--- src/hw/rtl/rlfr_pkg.sv ---
`timescale 1ns / 1ps
// Shared types, register indexes and colour helper functions for the LED frame renderer.
// Depends on nothing; rlfr_front, rlfr_back, the top level and the testbench import it.
package rlfr_pkg;

	// Configuration register indexes.
	localparam logic [2:0] REG_ENABLE   = 3'd0;
	localparam logic [2:0] REG_MODE     = 3'd1;
	localparam logic [2:0] REG_HUE_STEP = 3'd2;
	localparam logic [2:0] REG_SAT      = 3'd3;
	localparam logic [2:0] REG_LED0_RGB = 3'd4;
	localparam logic [2:0] REG_LED1_RGB = 3'd5;
	localparam logic [2:0] REG_LED2_RGB = 3'd6;

	// Animation modes; the unused fourth code falls back to static colours.
	localparam logic [1:0] MODE_STATIC  = 2'd0;
	localparam logic [1:0] MODE_RAINBOW = 2'd1;
	localparam logic [1:0] MODE_WAVE    = 2'd2;

	// Input item kinds.
	localparam logic FUNC_LEVEL = 1'b0;
	localparam logic FUNC_TICK  = 1'b1;

	// Colour arithmetic constants.
	localparam logic [7:0] REGION_STEPS = 8'd43;
	localparam logic [7:0] WAVE_OFFSET  = 8'd50;
	localparam logic [7:0] FULL_SCALE   = 8'd255;
	localparam logic [7:0] REM_SCALE    = 8'd6;
	localparam logic [4:0] MAX_STEP     = 5'd25;

	// Reset values of the configuration registers.
	localparam logic [4:0]  HUE_STEP_RESET = 5'd5;
	localparam logic [7:0]  SAT_RESET      = 8'd255;
	localparam logic [23:0] LED_RGB_RESET  = 24'hFF4500;

	// Render command passed from the front end to the colour back end.
	typedef struct packed {
		logic [7:0] bright;
		logic [7:0] hue;
	} cmd_t;

	// One LED colour word.
	typedef struct packed {
		logic [1:0] led_index;
		logic [7:0] green;
		logic [7:0] red;
		logic [7:0] blue;
		logic       frame_end;
	} res_t;

	// Configuration seen by the colour back end.
	typedef struct packed {
		logic [1:0]       anim_mode;
		logic [7:0]       sat_level;
		logic [2:0][23:0] led_rgb;
	} draw_cfg_t;

	// Hue region in steps of 43.
	function automatic logic [2:0] region_of(input logic [7:0] hue);
		logic [2:0] r;
		if (hue < 8'd43) r = 3'd0;
		else if (hue < 8'd86) r = 3'd1;
		else if (hue < 8'd129) r = 3'd2;
		else if (hue < 8'd172) r = 3'd3;
		else if (hue < 8'd215) r = 3'd4;
		else r = 3'd5;
		return r;
	endfunction

	// First hue of a region.
	function automatic logic [7:0] region_base(input logic [2:0] region);
		logic [7:0] b;
		case (region)
			3'd0: b = 8'd0;
			3'd1: b = 8'd43;
			3'd2: b = 8'd86;
			3'd3: b = 8'd129;
			3'd4: b = 8'd172;
			default: b = 8'd215;
		endcase
		return b;
	endfunction

	// Exact quotient by 255 for a product of two bytes. With x = 256*hi + lo the
	// remainder estimate lo + hi stays below 510, so one correction step suffices.
	function automatic logic [7:0] div255(input logic [15:0] x);
		logic [8:0] s;
		logic [7:0] q;
		s = {1'b0, x[7:0]} + {1'b0, x[15:8]};
		q = x[15:8] + ((s >= {1'b0, FULL_SCALE}) ? 8'd1 : 8'd0);
		return q;
	endfunction

endpackage

--- src/hw/rtl/rlfr_fifo.sv ---
`timescale 1ns / 1ps
// Small synchronous queue used for the render command queue and the result queue.
// Depends on nothing beyond the widths given by its parameters.
module rlfr_fifo #(
	parameter int unsigned WIDTH = 16,
	parameter int unsigned DEPTH = 2
) (
	input  logic             clk,
	input  logic             arst_n,
	input  logic             push,
	input  logic [WIDTH-1:0] wdata,
	output logic             full,
	input  logic             pop,
	output logic [WIDTH-1:0] rdata,
	output logic             empty
);

	localparam int unsigned PTR_W = (DEPTH > 1) ? $clog2(DEPTH) : 1;
	localparam int unsigned CNT_W = $clog2(DEPTH + 1);

	logic [WIDTH-1:0] mem_q [DEPTH];
	logic [PTR_W-1:0] wr_ptr_q;
	logic [PTR_W-1:0] rd_ptr_q;
	logic [CNT_W-1:0] cnt_q;
	logic             do_push;
	logic             do_pop;

	assign full    = (cnt_q == CNT_W'(DEPTH));
	assign empty   = (cnt_q == '0);
	assign do_push = push & ~full;
	assign do_pop  = pop & ~empty;
	assign rdata   = mem_q[rd_ptr_q];

	// Pointers and fill count.
	always_ff @(posedge clk or negedge arst_n) begin
		if (!arst_n) begin
			wr_ptr_q <= '0;
			rd_ptr_q <= '0;
			cnt_q    <= '0;
		end else begin
			if (do_push) begin
				wr_ptr_q <= (wr_ptr_q == PTR_W'(DEPTH - 1)) ? '0 : wr_ptr_q + 1'b1;
			end
			if (do_pop) begin
				rd_ptr_q <= (rd_ptr_q == PTR_W'(DEPTH - 1)) ? '0 : rd_ptr_q + 1'b1;
			end
			cnt_q <= cnt_q + CNT_W'(do_push) - CNT_W'(do_pop);
		end
	end

	// Storage.
	always_ff @(posedge clk) begin
		if (do_push) begin
			mem_q[wr_ptr_q] <= wdata;
		end
	end

endmodule

--- src/hw/rtl/rlfr_front.sv ---
`timescale 1ns / 1ps
// Front end: accepts input items, keeps brightness and hue phase, decides whether a frame
// is drawn and queues a render command. Depends on rlfr_pkg.
module rlfr_front (
	input  logic          clk,
	input  logic          arst_n,
	input  logic          push,
	output logic          full,
	input  logic          func,
	input  logic [7:0]    level,
	input  logic          redraw,
	input  logic          enable,
	input  logic [1:0]    anim_mode,
	input  logic [4:0]    hue_step,
	output logic          cmd_push,
	output rlfr_pkg::cmd_t cmd,
	input  logic          cmd_full
);

	import rlfr_pkg::*;

	logic [7:0] bright_q;
	logic [7:0] hue_q;
	logic [7:0] bright_next;
	logic [7:0] hue_next;
	logic [4:0] step;
	logic       animating;
	logic       draw;
	logic       accept;

	assign full   = cmd_full;
	assign accept = push & ~cmd_full;

	// Clamp the hue step into its working range.
	always_comb begin
		if (hue_step == 5'd0) step = 5'd1;
		else if (hue_step > MAX_STEP) step = MAX_STEP;
		else step = hue_step;
	end

	assign animating = (anim_mode == MODE_RAINBOW) || (anim_mode == MODE_WAVE);

	// Classify the item and work out the state it leaves behind.
	always_comb begin
		if (func == FUNC_LEVEL) begin
			bright_next = level;
			hue_next    = hue_q;
			draw        = enable & (redraw | (level != bright_q));
		end else begin
			bright_next = bright_q;
			draw        = enable & (bright_q != 8'd0) & animating;
			hue_next    = draw ? hue_q + {3'd0, step} : hue_q;
		end
	end

	assign cmd_push    = accept & draw;
	assign cmd.bright  = bright_next;
	assign cmd.hue     = hue_next;

	// Brightness and hue phase update on every transfer.
	always_ff @(posedge clk or negedge arst_n) begin
		if (!arst_n) begin
			bright_q <= '0;
			hue_q    <= '0;
		end else if (accept) begin
			bright_q <= bright_next;
			hue_q    <= hue_next;
		end
	end

endmodule

--- src/hw/rtl/rlfr_back.sv ---
`timescale 1ns / 1ps
// Back end: walks the LEDs of each render command through a shared three-stage colour
// pipeline (hue decode, first products, final colour). Depends on rlfr_pkg.
module rlfr_back #(
	parameter int unsigned LED_COUNT = 3,
	parameter int unsigned OUT_DEPTH = 4
) (
	input  logic                clk,
	input  logic                arst_n,
	input  rlfr_pkg::draw_cfg_t cfg,
	input  logic                cmd_empty,
	input  rlfr_pkg::cmd_t      cmd,
	output logic                cmd_pop,
	output logic                res_push,
	output rlfr_pkg::res_t      res,
	input  logic                res_pop
);

	import rlfr_pkg::*;

	localparam int unsigned CNT_W = $clog2(OUT_DEPTH + 1);

	logic [1:0]       led_q;
	logic [CNT_W-1:0] cnt_q;
	logic             issue;
	logic             last;
	logic             hsv;
	logic             wave;
	logic [7:0]       hue_w;
	logic [2:0]       region_w;
	logic [7:0]       rem_w;
	logic [7:0]       sat_w;

	logic             v_s1;
	logic [1:0]       led_s1;
	logic             last_s1;
	logic             hsv_s1;
	logic [2:0]       region_s1;
	logic [7:0]       rem_s1;
	logic [7:0]       sat_s1;
	logic [7:0]       bright_s1;
	logic [23:0]      chan_s1;

	logic             v_s2;
	logic [1:0]       led_s2;
	logic             last_s2;
	logic             hsv_s2;
	logic [2:0]       region_s2;
	logic [7:0]       bright_s2;
	logic [7:0]       psub_s2;
	logic [15:0]      m0_s2;
	logic [15:0]      m1_s2;
	logic [15:0]      m2_s2;

	logic             v_s3;
	res_t             res_s3;

	logic [15:0]      pp;
	logic [15:0]      pq;
	logic [15:0]      pt;
	logic [7:0]       r_w;
	logic [7:0]       g_w;
	logic [7:0]       b_w;

	// Issue one LED a cycle while a command waits and results in flight plus queued stay below the queue depth.
	assign issue   = ~cmd_empty & (cnt_q < CNT_W'(OUT_DEPTH));
	assign last    = (led_q == 2'(LED_COUNT - 1));
	assign cmd_pop = issue & last;

	always_ff @(posedge clk or negedge arst_n) begin
		if (!arst_n) begin
			led_q <= '0;
			cnt_q <= '0;
			v_s1  <= 1'b0;
			v_s2  <= 1'b0;
			v_s3  <= 1'b0;
		end else begin
			if (issue) begin
				led_q <= last ? 2'd0 : led_q + 2'd1;
			end
			cnt_q <= cnt_q + CNT_W'(issue) - CNT_W'(res_pop);
			v_s1  <= issue;
			v_s2  <= v_s1;
			v_s3  <= v_s2;
		end
	end

	// Stage 1: hue of this LED, its region and the position inside the region.
	assign hsv      = (cfg.anim_mode == MODE_RAINBOW) || (cfg.anim_mode == MODE_WAVE);
	assign wave     = (cfg.anim_mode == MODE_WAVE);
	assign hue_w    = cmd.hue + (wave ? 8'({6'd0, led_q} * WAVE_OFFSET) : 8'd0);
	assign region_w = region_of(hue_w);
	assign rem_w    = (hue_w - region_base(region_w)) * REM_SCALE;
	assign sat_w    = (cfg.sat_level == 8'd0) ? 8'd1 : cfg.sat_level;

	always_ff @(posedge clk) begin
		led_s1    <= led_q;
		last_s1   <= last;
		hsv_s1    <= hsv;
		region_s1 <= region_w;
		rem_s1    <= rem_w;
		sat_s1    <= sat_w;
		bright_s1 <= cmd.bright;
		chan_s1   <= cfg.led_rgb[led_q];
	end

	// Stage 2: saturation products for HSV, or colour times brightness for static mode.
	always_ff @(posedge clk) begin
		led_s2    <= led_s1;
		last_s2   <= last_s1;
		hsv_s2    <= hsv_s1;
		region_s2 <= region_s1;
		bright_s2 <= bright_s1;
		psub_s2   <= FULL_SCALE - sat_s1;
		if (hsv_s1) begin
			m0_s2 <= sat_s1 * rem_s1;
			m1_s2 <= sat_s1 * (FULL_SCALE - rem_s1);
		end else begin
			m0_s2 <= chan_s1[23:16] * bright_s1;
			m1_s2 <= chan_s1[15:8] * bright_s1;
		end
		m2_s2 <= chan_s1[7:0] * bright_s1;
	end

	// Stage 3: brightness products and the region's channel order, or division by 255 for static colours.
	assign pp = bright_s2 * psub_s2;
	assign pq = bright_s2 * (FULL_SCALE - m0_s2[15:8]);
	assign pt = bright_s2 * (FULL_SCALE - m1_s2[15:8]);

	always_comb begin
		if (hsv_s2) begin
			case (region_s2)
				3'd0: begin r_w = bright_s2; g_w = pt[15:8]; b_w = pp[15:8]; end
				3'd1: begin r_w = pq[15:8]; g_w = bright_s2; b_w = pp[15:8]; end
				3'd2: begin r_w = pp[15:8]; g_w = bright_s2; b_w = pt[15:8]; end
				3'd3: begin r_w = pp[15:8]; g_w = pq[15:8]; b_w = bright_s2; end
				3'd4: begin r_w = pt[15:8]; g_w = pp[15:8]; b_w = bright_s2; end
				default: begin r_w = bright_s2; g_w = pp[15:8]; b_w = pq[15:8]; end
			endcase
		end else begin
			r_w = div255(m0_s2);
			g_w = div255(m1_s2);
			b_w = div255(m2_s2);
		end
	end

	always_ff @(posedge clk) begin
		res_s3.led_index <= led_s2;
		res_s3.green     <= g_w;
		res_s3.red       <= r_w;
		res_s3.blue      <= b_w;
		res_s3.frame_end <= last_s2;
	end

	assign res_push = v_s3;
	assign res      = res_s3;

endmodule

--- src/hw/rtl/rgb_led_frame_renderer.sv ---
`timescale 1ns / 1ps
// Top level of the LED frame renderer: configuration registers, front end, command queue,
// colour back end and result queue. Depends on rlfr_pkg, rlfr_fifo, rlfr_front, rlfr_back.
//
//   Channel   Handshake            Payload
//   input     push / full          func, level, redraw
//   result    empty / pop          led_index, green_out, red_out, blue_out, frame_end
//   config    cfg_valid/cfg_ready  cfg_index, cfg_data
//
// An input item is taken whenever the two-entry command queue has room.
// A drawn frame goes through the shared colour pipeline one LED per cycle while slots remain;
// each LED word passes the pipeline's stage registers before it reaches the result queue.
// The back end stops issuing while four words are in flight or queued; pop frees a slot.
// Reset clears brightness, hue phase, queues and pipeline valids; config takes its defaults.
module rgb_led_frame_renderer #(
	parameter int unsigned LED_COUNT = 3
) (
	input  logic        clk,
	input  logic        arst_n,
	input  logic        push,
	output logic        full,
	input  logic        func,
	input  logic [7:0]  level,
	input  logic        redraw,
	output logic        empty,
	input  logic        pop,
	output logic [1:0]  led_index,
	output logic [7:0]  green_out,
	output logic [7:0]  red_out,
	output logic [7:0]  blue_out,
	output logic        frame_end,
	input  logic        cfg_valid,
	output logic        cfg_ready,
	input  logic [2:0]  cfg_index,
	input  logic [23:0] cfg_data
);

	import rlfr_pkg::*;

	localparam int unsigned CMD_DEPTH = 2;
	localparam int unsigned OUT_DEPTH = 4;

	logic             enable_q;
	logic [1:0]       mode_q;
	logic [4:0]       step_q;
	logic [7:0]       sat_q;
	logic [2:0][23:0] rgb_q;

	draw_cfg_t        draw_cfg;
	cmd_t             cmd_in;
	cmd_t             cmd_out;
	logic             cmd_push;
	logic             cmd_full;
	logic             cmd_pop;
	logic             cmd_empty;
	res_t             res_in;
	res_t             res_out;
	logic             res_push;
	logic             res_full;

	// Configuration writes; unknown indexes are dropped.
	assign cfg_ready = 1'b1;

	always_ff @(posedge clk or negedge arst_n) begin
		if (!arst_n) begin
			enable_q <= 1'b0;
			mode_q   <= MODE_STATIC;
			step_q   <= HUE_STEP_RESET;
			sat_q    <= SAT_RESET;
			rgb_q    <= {3{LED_RGB_RESET}};
		end else if (cfg_valid && cfg_ready) begin
			unique case (cfg_index)
				REG_ENABLE:   enable_q  <= cfg_data[0];
				REG_MODE:     mode_q    <= cfg_data[1:0];
				REG_HUE_STEP: step_q    <= cfg_data[4:0];
				REG_SAT:      sat_q     <= cfg_data[7:0];
				REG_LED0_RGB: rgb_q[0]  <= cfg_data;
				REG_LED1_RGB: rgb_q[1]  <= cfg_data;
				REG_LED2_RGB: rgb_q[2]  <= cfg_data;
				default: ;
			endcase
		end
	end

	assign draw_cfg.anim_mode = mode_q;
	assign draw_cfg.sat_level = sat_q;
	assign draw_cfg.led_rgb   = rgb_q;

	// Front end.
	rlfr_front u_front (
		.clk       (clk),
		.arst_n    (arst_n),
		.push      (push),
		.full      (full),
		.func      (func),
		.level     (level),
		.redraw    (redraw),
		.enable    (enable_q),
		.anim_mode (mode_q),
		.hue_step  (step_q),
		.cmd_push  (cmd_push),
		.cmd       (cmd_in),
		.cmd_full  (cmd_full)
	);

	// Render commands between front and back.
	rlfr_fifo #(
		.WIDTH ($bits(cmd_t)),
		.DEPTH (CMD_DEPTH)
	) u_cmd_q (
		.clk    (clk),
		.arst_n (arst_n),
		.push   (cmd_push),
		.wdata  (cmd_in),
		.full   (cmd_full),
		.pop    (cmd_pop),
		.rdata  (cmd_out),
		.empty  (cmd_empty)
	);

	// Colour back end.
	rlfr_back #(
		.LED_COUNT (LED_COUNT),
		.OUT_DEPTH (OUT_DEPTH)
	) u_back (
		.clk       (clk),
		.arst_n    (arst_n),
		.cfg       (draw_cfg),
		.cmd_empty (cmd_empty),
		.cmd       (cmd_out),
		.cmd_pop   (cmd_pop),
		.res_push  (res_push),
		.res       (res_in),
		.res_pop   (pop & ~empty)
	);

	// Result queue; room is reserved by the back end before each issue.
	rlfr_fifo #(
		.WIDTH ($bits(res_t)),
		.DEPTH (OUT_DEPTH)
	) u_res_q (
		.clk    (clk),
		.arst_n (arst_n),
		.push   (res_push),
		.wdata  (res_in),
		.full   (res_full),
		.pop    (pop),
		.rdata  (res_out),
		.empty  (empty)
	);

	assign led_index = res_out.led_index;
	assign green_out = res_out.green;
	assign red_out   = res_out.red;
	assign blue_out  = res_out.blue;
	assign frame_end = res_out.frame_end & ~res_full | res_out.frame_end;

endmodule

--- config.mk ---
export PLATFORM = sky130hd
export DESIGN_NAME = rgb_led_frame_renderer
export DESIGN_NICKNAME = d
export VERILOG_FILES = /design/src/hw/rtl/rlfr_pkg.sv /design/src/hw/rtl/rlfr_fifo.sv /design/src/hw/rtl/rlfr_front.sv /design/src/hw/rtl/rlfr_back.sv /design/src/hw/rtl/rgb_led_frame_renderer.sv
export SDC_FILE = /design/constraint.sdc
export NUM_CORES = 2
export LEC_CHECK = 0
export BUFFER_PORTS_ARGS = -buffer_cell sky130_fd_sc_hd__clkbuf_2
export CAP_MARGIN = 25
export CORE_AREA = 2 2 268 323
export DETAILED_ROUTE_END_ITERATION = 16
export DIE_AREA = 0 0 270 325
export RECOVER_POWER = 25
export SETUP_SLACK_MARGIN = 0.2
export SLEW_MARGIN = 0
export SYNTH_ARGS = -nofsm -noshare
export SYNTH_HDL_FRONTEND = slang
export SYNTH_HIERARCHICAL = 1
export SYNTH_SLANG_ARGS = --single-unit
--- constraint.sdc ---
create_clock -name clk -period 8.8 [get_ports clk]
set_input_delay 0 -clock clk [delete_from_list [all_inputs] [get_ports clk]]
set_output_delay 0 -clock clk [all_outputs]
set_load 0.05 [all_outputs]
# ---- Yosys cells after proc, flatten, opt, wreduce, memory -nomap -nowiden
# Memories as Yosys holds them, arrays and structs flattened.
# Cells that the tools add are included.
dict set report op_classes {
  shifts 0
  reduce_logical 20
  n_mux 35
  div 0
  mul 10
  n_eq_ne 22
  bitwise 18
  n_lt_le_gt_ge 11
  add_sub_neg 24
}
# operator count
set op_table {}
lappend op_table {{8-bit case mux with 3 select lines} 3}
lappend op_table {{8-bit by 8-bit multiplier with 16-bit output} 4}
lappend op_table {{8-bit two-way mux} 7}
lappend op_table {{24-bit binary-select mux with 2-bit select} 1}
lappend op_table {{8-bit by 16-bit multiplier with 16-bit output} 3}
lappend op_table {{8-bit case mux with 5 select lines} 1}
lappend op_table {{8-bit adder} 4}
lappend op_table {{16-bit two-way mux} 2}
lappend op_table {{8-bit by 8-bit adder with 9-bit output} 3}
lappend op_table {{9-bit by 8-bit >= comparator with 1-bit output, second input constant} 3}
lappend op_table {{8-bit by 8-bit subtractor with 9-bit output, first input constant} 3}
lappend op_table {{8-bit < comparator, second input constant} 3}
lappend op_table {{24-bit two-way mux} 1}
lappend op_table {{3-bit by 2-bit equality test with 1-bit output, second input constant} 6}
lappend op_table {{3-bit equality test, second input constant} 6}
lappend op_table {{8-bit by 7-bit multiplier with 15-bit output} 1}
lappend op_table {{2-bit AND reduction} 7}
lappend op_table {{1-bit AND} 12}
lappend op_table {{3-bit zero test} 4}
lappend op_table {{3-bit two-way mux} 4}
lappend op_table {{1-bit two-way mux} 11}
lappend op_table {{2-bit equality test, second input constant} 5}
lappend op_table {{5-bit two-way mux} 2}
lappend op_table {{3-bit by 1-bit equality test with 1-bit output, second input constant} 3}
lappend op_table {{other kinds (27)} 41}
dict set report word_totals {
  latchBits 0
  memories 2
  ramBits 140
  ff_bits 275
  romBits 0
}
# name words width read_ports rd_ports_with_merged_regs write_ports line_no
set memory_table {}
lappend memory_table {u_res_q.mem_q 4 27 1 0 1 rlfr_fifo.sv:21} ;# logic [WIDTH-1:0] mem_q [DEPTH];
lappend memory_table {u_cmd_q.mem_q 2 16 1 0 1 rlfr_fifo.sv:21}

# ---- Logic depth before layout (Yosys ltp)
dict set report logic_depth {
  ltp_word 13
  mapped_depth 27
  ltp_nobuf 26
}

# ---- By module
# Netlist, hierarchy kept.
# mod area_each_um2 cells_each seq_area_each_um2 instances
set by_module_without_submodules {}
lappend by_module_without_submodules {rlfr_back 23033.3 2637 3243.1 1}
lappend by_module_without_submodules {{rlfr_fifo at u_res_q} 4347.9 180 3418.3 1}
lappend by_module_without_submodules {rgb_led_frame_renderer 3513.4 196 2255.9 1}
lappend by_module_without_submodules {{rlfr_fifo at u_cmd_q} 1406.3 68 1061.0 1}
lappend by_module_without_submodules {rlfr_front 1252.5 112 400.4 1}

# ---- Least setup slack after synthesis
# No wires, ideal clock.
dict set report synth_path {
  kind {flip-flop to flip-flop}
  from {register u_back.led_q[0]}
  to {register u_back.rem_s1[7]}
  setup_ns 0.118
  path_buffers 2
  path_stages_with_launch 27
  arrival_ns 5.244
  path_slack_ns 3.438
  cell_sequence {dfrtp_1 clkbuf_1 buf_1 inv_1 ha_1 and2_1 ha_1 inv_1 o21bai_1 a21oi_1 xnor2_1 a21oi_1 o21ai_0 nand2_1 ha_1 a21o_1 a21o_1 a21o_1 a21oi_1 xnor2_1 ha_1 a21oi_1 o21ai_0 xnor2_1 xnor2_1 xnor2_1 xnor2_1}
}
dict set report synth_between {
  elab_chain_len 13
  word_cells_on_any_way 21
  cone_classes {add/sub: 2; mul: 2; order compare: 5; eq/ne: 4; mux: 7; reduce/logical: 1}
}
# item line_no
set synth_rtl {}
lappend synth_rtl {{start: declaration} rlfr_back.sv:23} ;# logic [1:0] led_q;
lappend synth_rtl {{start signal: assignment} rlfr_back.sv:79} ;# led_q <= last ? 2'd0 : led_q + 2'd1;
lappend synth_rtl {{2-bit by 5-bit multiplier with 7-bit output *} rlfr_back.sv:91} ;# assign hue_w = cmd.hue + (wave ? 8'({6'd0, led_q} * WAVE_OFFSET) : 8'd0);
lappend synth_rtl {{8-bit two-way mux *} rlfr_back.sv:91}
lappend synth_rtl {{8-bit adder *} rlfr_back.sv:91}
lappend synth_rtl {{8-bit < comparator} rlfr_pkg.sv:65} ;# else if (hue < 8'd215) r = 3'd4;
lappend synth_rtl {{1-bit two-way mux} rlfr_pkg.sv:65}
lappend synth_rtl {{3-bit two-way mux} rlfr_pkg.sv:64} ;# else if (hue < 8'd172) r = 3'd3;
lappend synth_rtl {{3-bit two-way mux} rlfr_pkg.sv:63} ;# else if (hue < 8'd129) r = 3'd2;
lappend synth_rtl {{3-bit two-way mux} rlfr_pkg.sv:62} ;# else if (hue < 8'd86) r = 3'd1;
lappend synth_rtl {{3-bit two-way mux} rlfr_pkg.sv:61} ;# if (hue < 8'd43) r = 3'd0;
lappend synth_rtl {{3-bit equality test (tied with other cells)} rlfr_pkg.sv:73} ;# case (region)
lappend synth_rtl {{8-bit case mux with 5 select lines} rlfr_pkg.sv:73}
lappend synth_rtl {{8-bit subtractor *} rlfr_back.sv:93} ;# assign rem_w = (hue_w - region_base(region_w)) * REM_SCALE;
lappend synth_rtl {{8-bit by 2-bit multiplier with 7-bit output *} rlfr_back.sv:93}
lappend synth_rtl {{net u_back.rem_w[7]} rlfr_back.sv:31} ;# logic [7:0] rem_w;
lappend synth_rtl {{end signal: assignment} rlfr_back.sv:101} ;# rem_s1 <= rem_w;
lappend synth_rtl {{end: declaration} rlfr_back.sv:39} ;# logic [7:0] rem_s1;
# The timed path passes the listed nets; every way through them passes the cells marked *.
# A chain may end at the register's enable or synchronous reset.

==> impl_metrics.py <==
metrics = {
    "cts": {
        "clk_pin_slew_worst_paths_ns": 0.06,
        "cts_root_buf": "clkbuf_16",
        "cts_buffers": 46,
        "insertion_delay_ns": 0.57,
        "cts_tree": "yes",
        "cts_setup_buffers": 0,
        "cts-resized-gates": 0,
        "htreeDepth": 2,
        "cts_sinks": 415,
        "clockBufferDepth": 3,
    },
    "sta": {
        "period_needed_ns": 5.71,
        "fmax_mhz": 175,
        "hold_viol": 0,
        "fin_setup_tns_ns": 0,
        "maxSlewViolCount": 55,
        "worstMarginPinSlew_ns": 3.01,
        "finalCritPeriodShare": 0.649,
        "setup_viol": 0,
        "rsz0062_at_grt": "no",
        "slew_headroom": -1.00,
        "fin_skew_ns": 0.0168,
    },
    "die": {
        "die_height_um": 325,
        "initial_core_util": 0.397,
        "io_pins": 72,
        "dieWidth_um": 270,
        "dieArea_um2": 87800,
        "core_area_um2": 84500,
        "core.rowCount": 117,
    },
    "drt": {
        "vias_per_cell": 5.02,
        "vias": 22156,
        "wl_per_cell_um": 16.8,
        "firstDrtPassIters": 5,
        "post-route-drc-count": 0,
        "drt_iter0_markers": 1093,
        "wl_um": 74000,
        "detail-route-antenna-nets": 0,
    },
    "yosys": {
        "async_flop_share": 0.296,
        "synth_top_area_share": 0.173,
        "yosys-top-cells-area": "fa_1, ha_1, edfxtp_1",
        "synth-edff-count": 140,
        "synth.net_count": 3874,
        "synth_area_um2": 33600,
        "synthFlopType": "dfxtp_1",
        "synth_seq_cells": 415,
        "syn_inst": 3193,
        "synth_common_cells": "inv_1, ha_1, fa_1",
        "avgSynthCellArea_um2": 10.5,
        "ys_seq_area_frac": 0.309,
        "synth.distinct_cells": 91,
        "yosys_warnings": 6,
        "yosysTopAreaCell": "fa_1",
        "synth.most_common_cell": "inv_1",
    },
    "critical_path": {
        "worstPathMaxFanout": 17,
        "cp.required_ns": 9.30,
        "cp_slowest_stage_delay_ns": 0.90,
        "crit_top_cell": "xnor2_1",
        "cp-end-kind": "flip-flop",
        "worstSetupStartpointType": "flip-flop",
        "crit_chain": "mux2_4, ha_1, fa_1, a31oi_1, o21bai_1, a21oi_1, xnor2_1, a21oi_1, o21ai_0, nand2_1, ha_1, a21o_1, a21o_1, a21o_1, a21oi_1, xnor2_1, ha_1, a21oi_1, o21ai_0, xnor2_1, xnor2_1, xnor2_1, xnor2_1",
        "worst-setup-path-type": "reg -> reg",
        "critical-path-slowest-cell": "dfrtp_1",
        "arrival_ns": 6.21,
    },
    "run_status": {
        "outcome": "complete, but fails checks",
        "violations": "capacitance limit, slew limit",
    },
    "grt": {
        "antenna_found_initial": 2,
        "grt_max_degree": 71,
        "grt_pass1_vias": 23231,
        "grt.overflow.total": 0,
        "grt_pass1_wl_um": 123000,
        "grt_util_all_layers": 0.172,
    },
    "placement": {
        "dp_hpwl_um": 55600,
        "gp_congestion": 0.843,
        "placed_cell_area_um2": 34900,
        "io_buffers": 70,
        "dp.cells": 4287,
    },
    "cells_and_area": {
        "nets": 3926,
        "syn_to_final_growth_pct": 9.80,
        "n_fill_cell": 8083,
        "antennaDiodeCount": 0,
        "final_cell_count_no_fill": 4411,
        "drive_gt1_frac": 0.122,
        "postLayoutCoreUtil": 0.436,
        "stdcell_area_um2": 36800,
    },
    "hold_path": {
        "holdCritPathClass": "in -> reg",
    },
    "run": {
        "drv_cap": 1,
    },
}
## worst max-delay path: cells and delay by family, from the launching register on
kind / cells / cell delay [ns]
simple gates: 1 / 0.15
xor+xnor: 6 / 1.01
mux: 1 / 0.35
flops: 1 / 0.90
fa+ha+maj: 4 / 1.23
compound gates: 11 / 2.00
## metal layers
metal	track usage	wire length, µm
met1	0.221	32300
met2	0.308	37500
met3	0.0173	2330
met4	0.0473	1820
met5	0	0
## flip-flops by register name, indices dropped and copies added, names as in the netlist, 16 cells and up
name / flops
draw_cfg: 72
u_back/chan_s1: 24
u_back/m0_s2: 16
u_back/m1_s2: 16
u_back/m2_s2: 16
u_back/res: 27
u_cmd_q/mem_q: 32
u_res_q/mem_q: 108
## logic make-up after synthesis
family / after synthesis / synth area share
compound gates: 352 / 0.0676
xor+xnor: 151 / 0.0394
fa+ha+maj: 639 / 0.303
buf+inv: 582 / 0.0685
flops: 415 / 0.309
mux: 209 / 0.0809
other cells: 1 / 0.000112
simple gates: 844 / 0.131
## metrics by stage
stage | setup slack, ns | hold WS, ns
3_3_place_gp | 3.20 | 0.0997
6_report | 3.09 | 0.0514
2_1_floorplan | 3.44 | -0.296
3_5_place_dp | 3.07 | 0.102
4_1_cts | 3.06 | 0.0151
5_1_grt | 2.63 | 0.0386
## cell usage in the layout (no fill, tap or decap), types with 9 or more instances in the layout
cell,count
a21o_1,28
xor2_1,52
xnor2_1,99
a31oi_1,9
edfxtp_1,140
dfstp_2,38
nand2b_1,104
nand2_1,261
nor2_1,118
mux2_2,108
and2_1,161
nor2b_1,71
mux2_4,29
o22ai_1,10
inv_1,453
dfrtp_1,79
o21ai_0,80
o21a_1,14
ha_1,349
dfxtp_1,151
fa_1,290
clkbuf_1,13
mux2i_1,45
buf_4,23
nor3_1,32
a21oi_1,119
nand3_1,30
dlygate4sd3_1,38
and3_1,13
o21bai_1,15
clkbuf_2,69
mux4_2,26
clkbuf_16,47
## final timing paths
kind	from	endpoint	slack [ns]	depth (start not counted)
max	u_cmd_q/rd_ptr_q	u_back/rem_s1[7]	3.09	23
min	func	u_cmd_q/mem_q[0][14]	0.05	2
max reg2reg	u_cmd_q/rd_ptr_q	u_back/rem_s1[7]	3.09	23
min reg2reg	u_back/region_s1[1]	u_back/region_s2[1]	0.33	0
max in group asynchronous	arst_n	u_front/bright_q[3]	5.67	3
min in group asynchronous	arst_n	draw_cfg[6]	0.96	2
## area by class of cell
type,count,area (µm²),area share
sequential,415,10400,0.282
clock inverter,22,246,0.00669
multi-input combinational,2196,20900,0.567
clock buffer,62,1260,0.0343
timing repair buffer,133,957,0.0260
inverter,453,1700,0.0462
tap,1130,1410,0.0384
## timing repair
action | in CTS | in global routing
setup endpoints to repair | 0 | 0
hold buffers | 38 | 0
endpoints found under the hold margin | 167 | 0
Power is left out: the tool's default activity adds up to more than one toggle a clock period on the data nets, which glitch-free logic cannot reach.
